`src/hw/rtl/rar_pkg.sv`:
```
`timescale 1ns / 1ps
`default_nettype none
package rar_pkg;
    localparam int unsigned WORD_WIDTH_DEF = 32;
    localparam int unsigned FIELD_WIDTH    = 32;
    localparam int unsigned CMD_WIDTH      = 3;

    typedef enum logic [CMD_WIDTH-1:0] {
        CMD_ADD = 3'd0,
        CMD_SUB = 3'd1,
        CMD_MUL = 3'd2,
        CMD_DIV = 3'd3,
        CMD_INC = 3'd4
    } t_cmd;

    // request from the sequencer to the shared multiply-add unit
    typedef struct packed {
        logic start;
        logic subtract;
    } t_mac_ctl;
endpackage
`default_nettype wire

```
`src/hw/rtl/rar_mac.sv`:
```
`timescale 1ns / 1ps
`default_nettype none
// Registered multiply-accumulate: o_prod = x*y, or r_acc +/- x*y if acc set, mod 2^W.
module rar_mac #(
    parameter int unsigned WORD_WIDTH = rar_pkg::WORD_WIDTH_DEF
) (
    input  wire                   i_clk,
    input  wire [WORD_WIDTH-1:0]  i_x,
    input  wire [WORD_WIDTH-1:0]  i_y,
    input  wire                   i_acc,
    input  wire                   i_sub,
    input  wire                   i_en,
    output logic [WORD_WIDTH-1:0] o_prod
);
    import rar_pkg::*;
    logic [WORD_WIDTH-1:0] r_prod;
    logic [WORD_WIDTH-1:0] r_acc;
    logic [WORD_WIDTH-1:0] n_prod;
    logic                  r_acc_q;
    logic                  r_sub_q;

    // pipeline: product registered, then accumulate
    assign n_prod = WORD_WIDTH'(i_x * i_y);

    always_ff @(posedge i_clk) begin
        if (i_en) begin
            r_prod  <= n_prod;
            r_acc_q <= i_acc;
            r_sub_q <= i_sub;
            r_acc   <= o_prod;
        end
    end

    always_comb begin
        if (!r_acc_q) begin
            o_prod = r_prod;
        end else if (r_sub_q) begin
            o_prod = r_acc - r_prod;
        end else begin
            o_prod = r_acc + r_prod;
        end
    end
endmodule
`default_nettype wire

```
`src/hw/rtl/rar_sub.sv`:
```
`timescale 1ns / 1ps
`default_nettype none
// Shared subtract/compare unit for the gcd and restoring divide steps.
module rar_sub #(
    parameter int unsigned WORD_WIDTH = rar_pkg::WORD_WIDTH_DEF
) (
    input  wire  [WORD_WIDTH:0]   i_x,
    input  wire  [WORD_WIDTH:0]   i_y,
    output logic [WORD_WIDTH:0]   o_diff,
    output logic                  o_ge
);
    import rar_pkg::*;
    logic [WORD_WIDTH+1:0] w_full;
    assign w_full = {1'b0, i_x} - {1'b0, i_y};
    assign o_diff = w_full[WORD_WIDTH:0];
    assign o_ge   = ~w_full[WORD_WIDTH+1];
endmodule
`default_nettype wire

```
`src/hw/rtl/rational_arithmetic_reduce_top.sv`:
```
`timescale 1ns / 1ps
`default_nettype none
// Rational arithmetic with reduction.
// Input channel: i_valid / o_stall carry the command and two fractions a, b.
// Output channel: o_valid / i_stall carry the reduced numerator/denominator.
// A transaction is taken when valid is high and stall is low.
// One transaction is worked at a time: o_stall stays high from acceptance
// until the result has been taken by the receiver.
// From acceptance to o_valid: products form in states M0 to M3 through
// one shared multiplier (M0 only for increment and unused codes), then a
// normalize step, a gcd load step and binary gcd steps on one subtract unit,
// then two restoring divisions of W quotient bits each on the same unit.
// The number of gcd steps depends on the operands.
// A zero numerator or denominator skips the gcd steps and divisions: the
// sequencer goes from S_GCD straight to S_OUT.
// The result is held in an output register until i_stall is low; the next
// transaction can be taken in the cycle after that.
// Reset (synchronous, active low) returns the sequencer to idle and drops
// any transaction in progress.
module rational_arithmetic_reduce_top #(
    parameter int unsigned WORD_WIDTH = rar_pkg::WORD_WIDTH_DEF
) (
    input  wire                               i_clk,
    input  wire                               i_rst_n,
    input  wire                               i_valid,
    output logic                              o_stall,
    input  wire  [rar_pkg::CMD_WIDTH-1:0]     i_command,
    input  wire  signed [rar_pkg::FIELD_WIDTH-1:0] i_a_numerator,
    input  wire  signed [rar_pkg::FIELD_WIDTH-1:0] i_a_denominator,
    input  wire  signed [rar_pkg::FIELD_WIDTH-1:0] i_b_numerator,
    input  wire  signed [rar_pkg::FIELD_WIDTH-1:0] i_b_denominator,
    output logic                              o_valid,
    input  wire                               i_stall,
    output logic signed [rar_pkg::FIELD_WIDTH-1:0] o_result_numerator,
    output logic signed [rar_pkg::FIELD_WIDTH-1:0] o_result_denominator
);
    import rar_pkg::*;

    localparam int unsigned W  = WORD_WIDTH;
    localparam int unsigned CW = $clog2(W + 1);
    localparam int unsigned FW = FIELD_WIDTH;

    typedef enum logic [3:0] {
        S_IDLE, S_M0, S_M1, S_M2, S_M3, S_NORM, S_GCD, S_DIVN, S_DIVD, S_OUT
    } t_state;

    t_state              r_state;
    logic [CMD_WIDTH-1:0] r_cmd;
    logic [W-1:0]        r_an, r_ad, r_bn, r_bd;
    logic [W-1:0]        r_n, r_d;
    logic [W:0]          r_u, r_v, r_g;
    logic [CW-1:0]       r_shift;
    logic [W:0]          r_rem;
    logic [W-1:0]        r_quo;
    logic [W-1:0]        r_dividend;
    logic [CW-1:0]       r_cnt;
    logic                r_nneg, r_dneg;
    logic [FW-1:0]       r_out_n, r_out_d;

    logic [W-1:0]        w_mx, w_my;
    logic                w_macc, w_men;
    t_mac_ctl            w_ctl;
    logic [W-1:0]        w_prod;
    logic [W:0]          w_sx, w_sy, w_diff;
    logic                w_ge;
    logic [W:0]          w_rem_sh;
    logic [W-1:0]        w_nmag, w_dmag;

    function automatic logic [W-1:0] to_word(input logic [FW-1:0] f);
        logic [W+FW-1:0] ext;
        ext = {{W{f[FW-1]}}, f};
        return ext[W-1:0];
    endfunction

    function automatic logic [FW-1:0] to_field(input logic [W-1:0] x);
        logic [W+FW-1:0] ext;
        ext = {{FW{x[W-1]}}, x};
        return ext[FW-1:0];
    endfunction

    rar_mac #(.WORD_WIDTH(W)) u_mac (
        .i_clk  (i_clk),
        .i_x    (w_mx),
        .i_y    (w_my),
        .i_acc  (w_ctl.start ? 1'b0 : w_macc),
        .i_sub  (w_ctl.subtract),
        .i_en   (w_men),
        .o_prod (w_prod)
    );

    rar_sub #(.WORD_WIDTH(W)) u_sub (
        .i_x    (w_sx),
        .i_y    (w_sy),
        .o_diff (w_diff),
        .o_ge   (w_ge)
    );

    assign w_nmag   = r_n[W-1] ? W'(-r_n) : r_n;
    assign w_dmag   = r_d[W-1] ? W'(-r_d) : r_d;
    assign w_rem_sh = {r_rem[W-1:0], r_dividend[W-1]};

    // multiplier operands: M0 an*bd (or an*bn), M1 ad*bn, M2 ad*bd (or ad*bn)
    always_comb begin
        w_mx   = r_an;
        w_my   = r_bd;
        w_macc = 1'b0;
        w_men  = 1'b0;
        w_ctl  = '{start: 1'b0, subtract: r_cmd == CMD_SUB};
        case (r_state)
            S_M0: begin
                w_men       = 1'b1;
                w_ctl.start = 1'b1;
                w_my        = (r_cmd == CMD_MUL) ? r_bn : r_bd;
            end
            S_M1: begin
                w_men  = 1'b1;
                w_mx   = r_ad;
                w_my   = r_bn;
                w_macc = 1'b1;
            end
            S_M2: begin
                w_men = 1'b1;
                w_mx  = r_ad;
                w_my  = (r_cmd == CMD_DIV) ? r_bn : r_bd;
            end
            default: begin
            end
        endcase
    end

    // subtract unit operands
    always_comb begin
        w_sx = r_u;
        w_sy = r_v;
        case (r_state)
            S_DIVN, S_DIVD: begin
                w_sx = w_rem_sh;
                w_sy = r_g;
            end
            default: begin
            end
        endcase
    end

    assign o_stall            = (r_state != S_IDLE);
    assign o_valid            = (r_state == S_OUT);
    assign o_result_numerator   = r_out_n;
    assign o_result_denominator = r_out_d;

    always_ff @(posedge i_clk) begin
        if (!i_rst_n) begin
            r_state <= S_IDLE;
        end else begin
            case (r_state)
                S_IDLE: begin
                    if (i_valid) begin
                        r_cmd <= i_command;
                        r_an  <= to_word(i_a_numerator);
                        r_ad  <= to_word(i_a_denominator);
                        r_bn  <= to_word(i_b_numerator);
                        r_bd  <= to_word(i_b_denominator);
                        r_state <= S_M0;
                    end
                end
                S_M0: begin
                    case (r_cmd)
                        CMD_ADD, CMD_SUB, CMD_MUL, CMD_DIV: begin
                            r_state <= S_M1;
                        end
                        CMD_INC: begin
                            r_n     <= r_an + r_ad;
                            r_d     <= r_ad;
                            r_state <= S_NORM;
                        end
                        default: begin
                            r_n     <= r_an;
                            r_d     <= r_ad;
                            r_state <= S_NORM;
                        end
                    endcase
                end
                S_M1: begin
                    // product 1 now visible; for mul/div it is n
                    if (r_cmd == CMD_MUL || r_cmd == CMD_DIV) begin
                        r_n <= w_prod;
                    end
                    r_state <= S_M2;
                end
                S_M2: begin
                    // accumulated n (add/sub) visible now
                    if (r_cmd == CMD_ADD || r_cmd == CMD_SUB) begin
                        r_n <= w_prod;
                    end
                    r_state <= S_M3;
                end
                S_M3: begin
                    r_d     <= w_prod;
                    r_state <= S_NORM;
                end
                S_NORM: begin
                    if (r_d[W-1]) begin
                        r_n <= W'(-r_n);
                        r_d <= W'(-r_d);
                    end
                    r_state <= S_GCD;
                    r_shift <= '0;
                    r_cnt   <= '0;
                end
                S_GCD: begin
                    // first cycle of gcd: load magnitudes; later steps binary gcd
                    if (r_n == '0 || r_d == '0) begin
                        r_out_n <= to_field(r_n);
                        r_out_d <= to_field(r_d);
                        r_state <= S_OUT;
                    end else if (r_shift == '0 && r_cnt != CW'(1)) begin
                        r_u     <= {1'b0, w_nmag};
                        r_v     <= {1'b0, w_dmag};
                        r_nneg  <= r_n[W-1];
                        r_dneg  <= r_d[W-1];
                        r_cnt   <= CW'(1);
                        r_shift <= CW'(0);
                        r_state <= S_GCD;
                    end else begin
                        if (r_u == r_v) begin
                            r_g        <= r_u << r_shift;
                            r_rem      <= '0;
                            r_dividend <= w_nmag;
                            r_cnt      <= CW'(W);
                            r_state    <= S_DIVN;
                        end else if (!r_u[0] && !r_v[0]) begin
                            r_u     <= r_u >> 1;
                            r_v     <= r_v >> 1;
                            r_shift <= r_shift + CW'(1);
                        end else if (!r_u[0]) begin
                            r_u <= r_u >> 1;
                        end else if (!r_v[0]) begin
                            r_v <= r_v >> 1;
                        end else if (w_ge) begin
                            r_u <= w_diff;
                        end else begin
                            // swap so the larger value sits in u
                            r_u <= r_v;
                            r_v <= r_u;
                        end
                    end
                end
                S_DIVN, S_DIVD: begin
                    if (w_ge) begin
                        r_quo <= {r_quo[W-2:0], 1'b1};
                    end else begin
                        r_quo <= {r_quo[W-2:0], 1'b0};
                    end
                    if (r_cnt == CW'(1)) begin
                        r_rem <= '0;
                        if (r_state == S_DIVN) begin
                            r_out_n <= to_field(r_nneg ?
                                W'(-{r_quo[W-2:0], w_ge}) : {r_quo[W-2:0], w_ge});
                            r_dividend <= w_dmag;
                            r_cnt      <= CW'(W);
                            r_state    <= S_DIVD;
                        end else begin
                            r_out_d <= to_field(r_dneg ?
                                W'(-{r_quo[W-2:0], w_ge}) : {r_quo[W-2:0], w_ge});
                            r_cnt   <= '0;
                            r_state <= S_OUT;
                        end
                    end else begin
                        r_dividend <= r_dividend << 1;
                        r_rem      <= w_ge ? w_diff : w_rem_sh;
                        r_cnt      <= r_cnt - CW'(1);
                    end
                end
                S_OUT: begin
                    if (!i_stall) begin
                        r_state <= S_IDLE;
                        r_cnt   <= '0;
                    end
                end
                default: begin
                    r_state <= S_IDLE;
                end
            endcase
        end
    end

    a_out_hold: assert property (@(posedge i_clk) disable iff (!i_rst_n)
        o_valid && i_stall |=> o_valid && $stable(o_result_numerator)
            && $stable(o_result_denominator))
        else $error("result changed while stalled");
    a_busy: assert property (@(posedge i_clk) disable iff (!i_rst_n)
        o_valid |-> o_stall)
        else $error("input open while result pending");
    a_accept: assert property (@(posedge i_clk) disable iff (!i_rst_n)
        i_valid && !o_stall |=> r_state == S_M0)
        else $error("accepted transaction not started");
    a_gcd_pos: assert property (@(posedge i_clk) disable iff (!i_rst_n)
        r_state == S_DIVN |-> r_g != '0)
        else $error("zero divisor in reduction");
endmodule
`default_nettype wire

```
`config.mk`:
```
export PLATFORM = sky130hd
export DESIGN_NAME = rational_arithmetic_reduce_top
export DESIGN_NICKNAME = d
export VERILOG_FILES = /design/src/hw/rtl/rar_pkg.sv /design/src/hw/rtl/rar_mac.sv /design/src/hw/rtl/rar_sub.sv /design/src/hw/rtl/rational_arithmetic_reduce_top.sv
export SDC_FILE = /design/constraint.sdc
export NUM_CORES = 2
export LEC_CHECK = 0
export CAP_MARGIN = 20
export CORE_MARGIN = 5
export CORE_UTILIZATION = 55
export DETAILED_ROUTE_END_ITERATION = 10
export DONT_BUFFER_PORTS = 1
export GPL_TIMING_DRIVEN = 0
export PLACE_DENSITY = 0.68
export SKIP_CTS_REPAIR_TIMING = 1
export SLEW_MARGIN = 25
export SYNTH_ARGS = -nofsm -noshare
export SYNTH_HDL_FRONTEND = slang
export SYNTH_HIERARCHICAL = 1
export SYNTH_SLANG_ARGS = --single-unit
export TNS_END_PERCENT = 1
```
`constraint.sdc`:
```
create_clock -name i_clk -period 26.1 [get_ports i_clk]
set_input_delay 2.61 -clock i_clk [delete_from_list [all_inputs] [get_ports i_clk]]
set_output_delay 2.61 -clock i_clk [all_outputs]
set_load 0.02 [all_outputs]
```
[Word level (Yosys, flattened, before mapping)]
Index checks and enable logic that the tools add are counted.
Cells by class
  add/sub/neg operators: 9
  $mul: 1
  eq/ne operators: 37
  shift operators: 1
  multiplexer cells: 76
  bitwise logic cells: 3
  reduce and logical (&&, ||, !) cells: 40
Operators with widths (number)
  32-bit two-way mux: 31
  33-bit two-way mux: 12
  32-bit case mux with 2 select lines: 5
  32-bit case mux with 3 select lines: 2
  32-bit case mux with 4 select lines: 1
  32-bit negator: 3
  32-bit adder: 2
  32-bit logical NOT: 2
  6-bit two-way mux: 10
  5-bit AND reduction: 8
  4-bit case mux with 9 select lines: 1
  33-bit by 33-bit subtractor with 34-bit output: 1
  33-bit equality test: 1
  33-bit by 6-bit left shift with 33-bit output: 1
  32-bit by 32-bit multiplier with 32-bit output: 1
  32-bit subtractor: 1
  2-bit != test (second input constant): 14
  4-bit two-way mux: 6
  6-bit case mux with 4 select lines: 1
  6-bit AND reduction: 3
  4-bit by 3-bit equality test with 1-bit output (second input constant): 4
  3-bit != test (second input constant): 4
  6-bit case mux with 2 select lines: 1
  4-bit AND reduction: 3
  other kinds (29): 49
Word-level totals
  bits in registers: 537
  input bits: 135
  output and inout port bits: 66
  logic and storage cells: 195

[Longest topological paths before layout]
  depth in word-level cells: 10
  mapped depth: 35
  depth with buffers taken out: 32

[By module]
The synthesis kept the hierarchy.
By module, submodules not included
  rational_arithmetic_reduce_top: instances 1, cells each 2686, area each 27228.6 µm², seq. area each 14103.5 µm²
  rar_mac: instances 1, cells each 2249, area each 20492.2 µm², seq. area each 1981.9 µm²
  rar_sub: instances 1, cells each 291, area each 1940.6 µm², seq. area each 0.0 µm²

[Worst setup path before layout]
No wires, ideal clock.
  path type: input-to-reg
  start point: in i_rst_n
  end point: reg r_ad[0] (enable)
  setup time: 622 ps
  arrival time: 8364 ps
  required time: 25478 ps
  setup slack: 17114 ps
  stages on the path: 3
  path buffers: 1
  cells stage by stage: clkbuf_1 > nand2_1 > nor2_1
On the way
  cells in the longest elaborated chain, start to end: 1
Ends and longest elaborated chain
  start: declaration: RTL line rational_arithmetic_reduce_top.sv:24  | input wire i_rst_n,
  3-bit AND reduction (no line)
  end signal: assignment: RTL line rational_arithmetic_reduce_top.sv:159  | r_ad <= to_word(i_a_denominator);
  end: declaration: RTL line rational_arithmetic_reduce_top.sv:49  | logic [W-1:0] r_an, r_ad, r_bn, r_bd;
Every way passes these cells.
A chain may end at the register's enable or synchronous reset.

[Worst setup path after layout]
  start point: reg r_state[1]
  end point: reg r_out_d[28] (netlist: o_result_denominator[28]), data pin
On the way
  cells in the longest elaborated chain, start to end: 10
  elaborated cells between the ends (all ways): 13
  classes of those cells: add/sub (2); eq/ne (3); mux (6); bitwise (1); reduce/logical (1)
Ends and longest elaborated chain
  start: declaration: RTL line rational_arithmetic_reduce_top.sv:47  | t_state r_state;
  start signal: assignment: RTL line rational_arithmetic_reduce_top.sv:152  | r_state <= S_IDLE;
  start signal: assignment: RTL line rational_arithmetic_reduce_top.sv:162  | r_state <= S_M0;
  start signal: assignment: RTL line rational_arithmetic_reduce_top.sv:168  | r_state <= S_M1;
  4-bit by 3-bit equality test with 1-bit output / 4-bit equality test (equally long branches): RTL line rational_arithmetic_reduce_top.sv:135  | case (r_state)
  2-bit OR reduction (*): RTL line rational_arithmetic_reduce_top.sv:135
  33-bit two-way mux (*): RTL line rational_arithmetic_reduce_top.sv:135
  net w_sx[1]: RTL line rational_arithmetic_reduce_top.sv:64  | logic [W:0] w_sx, w_sy, w_diff;
  33-bit by 33-bit subtractor with 34-bit output (*): RTL line rar_sub.sv:14  | assign w_full = {1'b0, i_x} - {1'b0, i_y};
  1-bit inverter (*): RTL line rar_sub.sv:16  | assign o_ge = ~w_full[WORD_WIDTH+1];
  net w_ge: RTL line rational_arithmetic_reduce_top.sv:65  | logic w_ge;
  32-bit negator (*): RTL line rational_arithmetic_reduce_top.sv:263  | W'(-{r_quo[W-2:0], w_ge}) : {r_quo[W-2:0], w_ge});
  32-bit two-way mux (*): RTL line rational_arithmetic_reduce_top.sv:262  | r_out_d <= to_field(r_dneg ?
  32-bit two-way mux (*): RTL line rational_arithmetic_reduce_top.sv:255  | if (r_state == S_DIVN) begin
  32-bit two-way mux (*): RTL line rational_arithmetic_reduce_top.sv:253  | if (r_cnt == CW'(1)) begin
  32-bit case mux with 2 select lines (*): RTL line rational_arithmetic_reduce_top.sv:154  | case (r_state)
  end signal: assignment: RTL line rational_arithmetic_reduce_top.sv:213  | r_out_d <= to_field(r_d);
  end signal: assignment: RTL line rational_arithmetic_reduce_top.sv:262
  end: declaration: RTL line rational_arithmetic_reduce_top.sv:58  | logic [FW-1:0] r_out_n, r_out_d;
The timed path passes the listed nets; every way through them passes the cells marked *. The select of a mux whose other input is x is not followed.

==> run metrics <==
Crit Path Max Fanout 10; ANT nets after route 0; Worst Path Buf+Inv 8; initial antenna violation count 6; crit-path max cell delay about 0.61 ns; Synth Register Bits between 500 and 600; clk_skew 0.0680 ns; Synth top area share 0.322; Layout Nets around 6100; Post-synth EDFFs between 500 and 600; critical path startpoint category register; Fmax slightly below 90 MHz; commonest non-fill, non-tap cell in the layout nand2_1; Compound-Gate Fraction of Synth Area 0.117; share of cells above drive strength 1 0.0613; hpwl dp between 100000 and 150000 um; crit path kind reg2reg; GRT Total Usage 0.366; minimum clock period 11.41 ns; P&R area growth vs syn 8.47%; Hold Vio Cnt, Final 0; Starting Density 0.553; first-pass GRT wire length between 200000 and 300000 um; Clock transition at path regs around 0.070 ns; Post-Synth Adder-Cell Area 0.223; DRC errors left 0; Post-Syn Area per Cell around 9.5 um^2; RSZ-0062 raised after global routing false; sequential element share of the synthesized area 0.324; CTS tree yes; max-cap violation count 0; Top Family by Delay on Critical Path simple AND/OR/NAND/NOR gates; setup TNS 0 ns; hold path depth 0; Non-Filler Instances between 6000 and 7000; post-synthesis xor/xnor area fraction 0.0660; WL/cell around 27 um; die area 96400 um^2; Slew @ Worst Pin approximately 1.2 ns; Port Buf Inserts 0; Yosys cell types 94; Min-Delay Path Class reg2reg; reg-to-reg slack, setup 14.69 ns; post-synthesis simple-gate area fraction 0.160; vias in the first global route about 41000; Site Rows 110; CP max-delay cell clkbuf_1; DRT Pass-1 Iters 8; Final Wtd Congestion just over 1; critical path arrival 11.82 ns; Netlist Area Pre-Place 49700 um^2; required time of the worst setup path 26.51 ns; area leader, netlist edfxtp_1; max_slew headroom 0.222; Final Cycle Share 0.437; largest family of logic cells by synthesized area adder cells; CP endpoint kind register; status completed; reg2reg start r_state[1]$_SDFFE_PN0P_; IO Pins around 200; vias per cell 6.13; syn_nets 6001; chip height between 300 and 400 um; largest net degree at the start of global routing 30; grt ovf 0; Most used DFF post-synth edfxtp_1; Max clock buf depth 3; mux cell area share after synthesis 0.0449; HP Start r_quo[22]$_DFFE_PP_; ys async rst share 0; Final Setup Violations 0; drt first-iter violations about 4400; routed via count roughly 40000; root buf cell clkbuf_16; Most Frequent Cell on Critical Path clkbuf_1; Inst Count DP approximately 6400; CTS Sinks 537; worst hold path endpoint r_quo[23]$_DFFE_PP_; H-tree depth 2; Critical Path Stages 33; Horiz. Die Dim between 300 and 400 um; Core Region between 80000 and 90000 um^2; Total Wirelength 177000 um; Syn Inst Count 5226; top area cells in the synthesized netlist edfxtp_1 (32%), fa_1 (17%), nand2_1 (6.4%); latest clock arrival within the worst-skew pair ~0.71 ns; Reg2Reg Depth 33; total CTS buffers slightly above 60; Slew Limit Fails 0; Warnings, synthesis 6; most frequent cells in the layout nand2_1 (848), inv_1 (566), edfxtp_1 (533), fa_1 (411), o21ai_0 (328); worst r2r dst o_result_denominator[28]$_DFFE_PP_
-- sequential cells by signal, summed over array words and instances, names as in the netlist, 3 cells and up --
signal,count
r_ad,32
r_u,33
o_result_numerator,32
r_n,32
r_bn,32
r_an,32
u_mac/r_prod,32
r_g,33
r_rem,32
r_v,33
r_dividend,32
u_mac/r_acc,32
r_d,32
r_bd,32
r_cnt,6
r_shift,6
r_cmd,3
r_state,4
r_quo,31
o_result_denominator,32
-- layout make-up --
class                      instances  area [um^2]
sequential                       537        16100
tap                             1176         1470
clock inverter                    52          596
antenna                            7         17.5
inverter                         567         2130
buffer                           294         1130
clock buffer                      64         1560
multi-input combinational       3828        30400
fill                            7876        36000
timing repair buffer              25          453
-- layer usage --
| layer | wire length [um] | share of wire | GRT usage |
|---|---|---|---|
| met3 | 15400 | 0.087 | 0.0637 |
| met1 | 63800 | 0.36 | 0.445 |
| met5 | 13 | 0.000074 | 0 |
| met2 | 80600 | 0.46 | 0.591 |
| met4 | 16700 | 0.095 | 0.265 |
-- through the flow --
| stage | hold slack, ns | cell area [um^2] | setup slack, ns | utilization |
|---|---|---|---|---|
| CTS | 0.451 | 53900 | 14.85 | 0.599 |
| floorplan | 0.424 | 49700 | 17.11 | - |
| finish | 0.466 | 53900 | 14.69 | 0.599 |
| global route | 0.465 | 53900 | 14.37 | 0.599 |
| detailed placement | 0.437 | 51700 | 14.92 | 0.575 |
| global placement | 0.427 | 51100 | 14.02 | 0.569 |
-- Yosys cell counts, types with 176 or more instances --
| library cell | number |
|---|---|
| xor2_1 | 198 |
| a21oi_1 | 251 |
| o21ai_0 | 328 |
| nor2_1 | 234 |
| clkbuf_1 | 266 |
| fa_1 | 411 |
| nand2_1 | 848 |
| ha_1 | 229 |
| inv_1 | 566 |
| xnor2_1 | 176 |
| and2_1 | 294 |
| edfxtp_1 | 533 |
-- worst max path at each step --
stage                     slack, ns                            endpoint                     from
after floorplan               17.11                   r_ad[0]$_DFFE_PP_                  i_rst_n
after global placement        14.02                    r_n[2]$_DFFE_PP_  r_state[0]$_SDFFE_PN0P_
after detailed placement      14.92  o_result_denominator[28]$_DFFE_PP_  r_state[1]$_SDFFE_PN0P_
after CTS                     14.85  o_result_denominator[28]$_DFFE_PP_  r_state[1]$_SDFFE_PN0P_
after global routing          14.37  o_result_denominator[28]$_DFFE_PP_  r_state[1]$_SDFFE_PN0P_
final                         14.69  o_result_denominator[28]$_DFFE_PP_  r_state[1]$_SDFFE_PN0P_
-- cell families after synthesis --
group / Yosys count
compound gates: 943
fa+ha+maj: 640
xor+xnor: 374
flops: 537
mux: 177
simple gates: 1694
buf+inv: 861
Power is not shown: default switching activity piles up to over one toggle a cycle in this logic, so the estimate is an artifact.
